File: src/hw/rtl/lbs_pkg.sv
// Shared types, codes and helpers for the linear blend skinning block.
// No dependencies; used by the front, back, divider and top level.
package lbs_pkg;

  typedef enum logic [1:0] {
    CMD_LOAD_BONE = 2'd0,
    CMD_LOAD_PATH = 2'd1,
    CMD_INFLUENCE = 2'd2,
    CMD_UNSKINNED = 2'd3
  } command_t;

  localparam logic SCALE_UNIT  = 1'b0;
  localparam logic SCALE_CENTI = 1'b1;

  typedef struct packed {
    command_t           command;
    logic [7:0]         bone_index;
    logic               bone_ok;
    logic [3:0]         element_index;
    logic signed [31:0] element_value;
    logic signed [31:0] pos_x;
    logic signed [31:0] pos_y;
    logic signed [31:0] pos_z;
    logic [16:0]        weight;
    logic               last_influence;
  } item_t;

  typedef struct packed {
    logic signed [31:0] x;
    logic signed [31:0] y;
    logic signed [31:0] z;
    logic               zero_w;
  } result_t;

  typedef struct packed {
    logic               start;
    logic               scale_sel;
    logic signed [63:0] num_x;
    logic signed [63:0] num_y;
    logic signed [63:0] num_z;
    logic signed [63:0] den;
  } div_req_t;

  typedef struct packed {
    logic               done;
    logic signed [31:0] q_x;
    logic signed [31:0] q_y;
    logic signed [31:0] q_z;
  } div_rsp_t;

  // Magnitude of a signed 64-bit value; the most negative value maps to 2^63
  function automatic logic [63:0] mag64(input logic [63:0] a);
    logic [63:0] r;
    r = a[63] ? (~a + 64'd1) : a;
    return r;
  endfunction

endpackage

File: src/hw/rtl/lbs_div.sv
// Shared restoring divider: three quotients over one scaled w, one bit a cycle.
// Depends on lbs_pkg.
module lbs_div #(
  parameter int FRAC_BITS = 16
) (
  input  logic              clk,
  input  logic              rst,
  input  lbs_pkg::div_req_t req,
  output lbs_pkg::div_rsp_t rsp
);

  localparam int NW = 64 + FRAC_BITS;
  localparam int DW = 71;
  localparam int CW = $clog2(NW + 1);
  localparam logic [33:0] CAP = 34'h200000000;

  typedef enum logic [3:0] {
    DV_IDLE = 4'b0001,
    DV_PREP = 4'b0010,
    DV_RUN  = 4'b0100,
    DV_DONE = 4'b1000
  } dstate_t;

  dstate_t         state;
  logic [CW-1:0]   cnt;
  logic [63:0]     md;
  logic            scale;
  logic [DW-1:0]   dd;
  logic [DW-1:0]   md_ext;
  logic [2:0]      neg;
  logic [NW-1:0]   n   [3];
  logic [DW-1:0]   rem [3];
  logic [33:0]     q   [3];
  logic [63:0]     num [3];

  assign num[0] = req.num_x;
  assign num[1] = req.num_y;
  assign num[2] = req.num_z;
  assign md_ext = DW'(md);

  // Saturate a quotient to signed 32 bits
  function automatic logic [31:0] sat_q(input logic [33:0] qv, input logic ng);
    logic [33:0] r;
    if (ng) begin
      r = (qv > 34'h080000000) ? 34'h080000000 : qv;
      r = 34'd0 - r;
    end else begin
      r = (qv > 34'h07FFFFFFF) ? 34'h07FFFFFFF : qv;
    end
    return r[31:0];
  endfunction

  // Sequence: latch, scale the divisor, iterate, report
  always_ff @(posedge clk) begin
    logic [DW:0] rem2;
    logic        ge;
    logic [34:0] qn;
    if (rst) begin
      state <= DV_IDLE;
      cnt   <= '0;
    end else begin
      case (state)
        DV_IDLE: begin
          if (req.start) begin
            md    <= lbs_pkg::mag64(req.den);
            scale <= req.scale_sel;
            for (int i = 0; i < 3; i++) begin
              neg[i] <= num[i][63] ^ req.den[63];
              n[i]   <= {lbs_pkg::mag64(num[i]), {FRAC_BITS{1'b0}}};
              rem[i] <= '0;
              q[i]   <= '0;
            end
            state <= DV_PREP;
          end
        end
        DV_PREP: begin
          dd    <= (scale == lbs_pkg::SCALE_CENTI)
                   ? (md_ext << 6) + (md_ext << 5) + (md_ext << 2) : md_ext;
          cnt   <= '0;
          state <= DV_RUN;
        end
        DV_RUN: begin
          for (int i = 0; i < 3; i++) begin
            rem2 = {rem[i], n[i][NW-1]};
            ge   = rem2 >= {1'b0, dd};
            rem[i] <= ge ? DW'(rem2 - {1'b0, dd}) : rem2[DW-1:0];
            n[i]   <= n[i] << 1;
            qn     = {q[i], ge};
            q[i]   <= (qn > 35'(CAP)) ? CAP : qn[33:0];
          end
          cnt <= cnt + 1'b1;
          if (cnt == CW'(NW - 1)) state <= DV_DONE;
        end
        DV_DONE: state <= DV_IDLE;
        default: state <= DV_IDLE;
      endcase
    end
  end

  assign rsp.done = (state == DV_DONE);
  assign rsp.q_x  = sat_q(q[0], neg[0]);
  assign rsp.q_y  = sat_q(q[1], neg[1]);
  assign rsp.q_z  = sat_q(q[2], neg[2]);

endmodule

File: config.mk
export PLATFORM = sky130hd
export DESIGN_NAME = lbs_div
export DESIGN_NICKNAME = d
export VERILOG_FILES = /design/src/hw/rtl/lbs_pkg.sv /design/src/hw/rtl/lbs_div.sv
export SDC_FILE = /design/constraint.sdc
export NUM_CORES = 2
export LEC_CHECK = 0
export CAP_MARGIN = 20
export CORE_MARGIN = 5
export CORE_UTILIZATION = 50
export CTS_BUF_LIST = sky130_fd_sc_hd__clkbuf_8 sky130_fd_sc_hd__clkbuf_16
export CTS_CLUSTER_SIZE = 12
export DETAILED_ROUTE_END_ITERATION = 12
export DONT_BUFFER_PORTS = 1
export PLACE_DENSITY = 0.71
export REMOVE_ABC_BUFFERS = 1
export SKIP_CTS_REPAIR_TIMING = 1
export SLEW_MARGIN = 20
export SYNTH_ARGS = -nofsm -noshare
export SYNTH_HDL_FRONTEND = slang
export SYNTH_SLANG_ARGS = --single-unit
export TNS_END_PERCENT = 20
File: constraint.sdc
create_clock -name clk -period 30.3 [get_ports clk]
set_clock_uncertainty 0.1 [all_clocks]
set_input_delay 6.06 -clock clk [delete_from_list [all_inputs] [get_ports clk]]
set_output_delay 6.06 -clock clk [all_outputs]
set_load 0.01 [all_outputs]
==> summary.md <==
| Metric | Value |
|---|---|
| Worst Path Required | 24.14 ns |
| CTS Sinks | 657 |
| Setup tns final | 0 ns |
| Die height | 333 um |
| Status | finished clean |
| CTS tree | done |
| Hold Path Cell Cnt | 1 |
| Grt ovf | 0 |
| Core Footprint | 104000 um^2 |
| Filler Cell Count | 9433 |
| Die area | 111000 um^2 |
| R2R Path Start | dd[15] |
| Peak Freq | 85.6 MHz |
| Worst Tran Pin Value | 1.11 ns |
| Final Cell Area | 55700 um^2 |
| Multi-input logic area | 30900 um^2 |
| Max cap viols | 0 |
| LEAKAGE | 0.0207 uW |
| Layout cells sized above 1 | 0.0487 |
| Register bit total from synthesis | 657 |
| Io pins | 357 |
| Root buffer cell | clkbuf_16 |
| CTS clk-pin slew, worst paths | 0.06 ns |
| Slew HR | 0.261 |
| Initial DRC count | 3504 |
| Number of global-route vias before repair | 41500 |
| Num rows | 118 |
| Main synth FF type | edfxtp_1 |
| Hold wc startpoint | cnt[3] |
| IO Port Bufs | 0 |
| Register area | 19600 um^2 |
| Period minus WS final | 11.68 ns |
| Async SR Flop Fraction | 0 |
| Reg2Reg Setup Slack | 24.41 ns |
| Placed Instances | 6973 |
| # DRC | 0 |
| Worst-Skew Late Latency | 0.65 ns |
| DR pass1 iterations | 7 |
| Final ANT Viol Nets | 0 |
| Final std cells w/o fill | 7109 |
| Reg2Reg Depth | 16 |
| Place WS | 19.35 ns |
| PnR worst setup slack | 18.62 ns |
| Largest net degree at the start of global routing | 241 |
| Net count, final | 6287 |
| Total GRT Usage | 0.240 |
| Netlist cell types | 82 |
| EDFF count, synth | 646 |
| First-pass GRT wire length | 223 mm |
| Drt total wl | 139 mm |
| Via Count | 43600 |
| Setup violators final | 0 |
| Die X | 333 um |
| Register area share after synthesis | 0.376 |
| Antenna cells | 0 |
| Via density | 6.13 |
| Worst reg2reg path endpoint | q[0][9] |
| PD cells | 45.8 nW/um^2 |
| Area growth syn-to-layout | 6.66% |
| RePlAce Congestion | 0.947 |
| Mean post-synth cell area | 8.90 um^2 |
| Initial Utilization | 0.504 |
| CP Class | register to output port |
| Warnings, synthesis | 0 |
| H-tree depth | 3 |
| CTS Buf Count | 77 |
| Avg WL per Cell | 19.6 um |
| CP endpoint kind | output port |
| RSZ-0062 raised after global routing | false |
| Hold Crit Endpoint | cnt[3] |
| Slew Viols, Final | 0 |
| Synthesized area | 52200 um^2 |
| Clock Tree Buf Depth | 3 |
| Antenna violations before repair | 1 |
| Final Hold Fails | 0 |
| Cells after Synth | 5868 |
| DP HPWL | 104 mm |
| Worst Setup Start Kind | register |
| Dpl cell area | 53200 um^2 |
| Final period util | 0.385 |
| Peak VDD IR | 36.8 uV |
| Critical path fanouts, max | 29 |
| Min-delay worst type | register to register |
| CP Data Arrival Time | 5.52 ns |
## cells in the final DEF, fill, tap and decap left out, types with 39 or more instances in the layout
cell / count
xor2_1: 261
nor3_1: 94
nor2_1: 423
o31ai_1: 110
a211oi_1: 41
nand2_1: 735
o21ai_0: 486
o21a_1: 45
a21oi_1: 559
a21o_1: 203
nand2b_1: 54
and2_1: 113
or4_1: 46
clkbuf_16: 77
mux2_2: 51
edfxtp_1: 646
nand3_1: 98
a31oi_1: 40
o21bai_1: 63
nor4_1: 44
o311ai_0: 39
xnor2_1: 220
o41ai_1: 40
or3_1: 94
ha_1: 290
inv_1: 201
fa_1: 64
nand4_1: 89
## critical path, cell delays in order, from the launching register on
cell and delay [ns]:
edfxtp_1 0.48, or4_1 0.60, or4_1 0.54, or3_1 0.45, or2_2 0.35, or3_1 0.39, a21boi_2 0.16, buf_4 0.32
nand2_1 0.13, ha_1 0.41, o21ai_1 0.44, a211oi_1 0.11, o221ai_1 0.20, o31a_1 0.28
## worst max path at each step
stage,start,endpoint,cells past startpoint
after floorplan,rst,n[0][100],2
after global placement,q[0][4],rsp[94],13
after detailed placement,q[0][4],rsp[94],13
after CTS,q[0][4],rsp[94],13
after global routing,q[0][4],rsp[94],13
final,q[0][4],rsp[94],13
## state kept, by name (all words and copies together), names as in the netlist
| name | cells |
|---|---|
| cnt | 7 |
| dd | 71 |
| md | 64 |
| n | 192 |
| neg | 3 |
| q | 102 |
| rem | 213 |
| scale | 1 |
| state | 4 |
## synth_stat cells, drive strengths merged (40+ instances only)
cell type  instances  share of area
nor2             425          0.031
a31oi             40         0.0048
o21bai            63         0.0091
ha               290          0.069
a21oi            560          0.054
edfxtp           646           0.37
o31ai            110          0.016
a21o             203          0.029
xor2             261          0.044
nand3             98         0.0094
clkbuf           290          0.021
nand2            735          0.053
or3               99          0.012
nand4             89          0.011
nand2b            55         0.0066
and2             115          0.014
inv              185          0.013
o21ai            491          0.047
mux2              51          0.011
fa                64          0.025
o41ai             41         0.0070
a211oi            43         0.0062
nor3              95         0.0091
xnor2            220          0.037
or4               49         0.0073
o21a              45         0.0065
nor4              44         0.0053
## through the flow
stage,hold slack [ns],power (uW),util
floorplan,0.355,1530,-
global placement,0.390,1630,0.513
detailed placement,0.386,1640,0.513
CTS,0.398,2570,0.537
global route,0.430,2680,0.538
finish,0.404,2550,0.538
## logic make-up after synthesis
family / Yosys count / share of synthesized area
DFF: 657 / 0.376
AOI/OAI and AO/OA: 1850 / 0.221
buffers and inverters: 497 / 0.0357
and+or+nand+nor: 1950 / 0.177
muxes: 79 / 0.0164
xor gates and xnor gates: 481 / 0.0807
adders and majority gates: 354 / 0.0940
## layer usage
layer,global-route usage,routed length [um],vias up,share of wire
li1,-,-,21200,-
met1,0.318,59600,20700,0.43
met2,0.397,64600,1360,0.46
met3,0.0532,11000,244,0.079
met4,0.0747,4130,2,0.030
met5,0,13,-,0.000093
## final cells by class
type,instances,share of cell area
clock inverter,53,0.00905
multi-input combinational,4714,0.554
tap,1380,0.0310
sequential,657,0.352
inverter,185,0.0125
clock buffer,82,0.0358
timing repair buffer,38,0.00559
## report_power, final
group | internal [uW] | switching (uW)
clock | 532 | 394
sequential | 1060 | 32.0
combinational | 218 | 319
No activity file was read; power rests on OpenSTA's default activity.
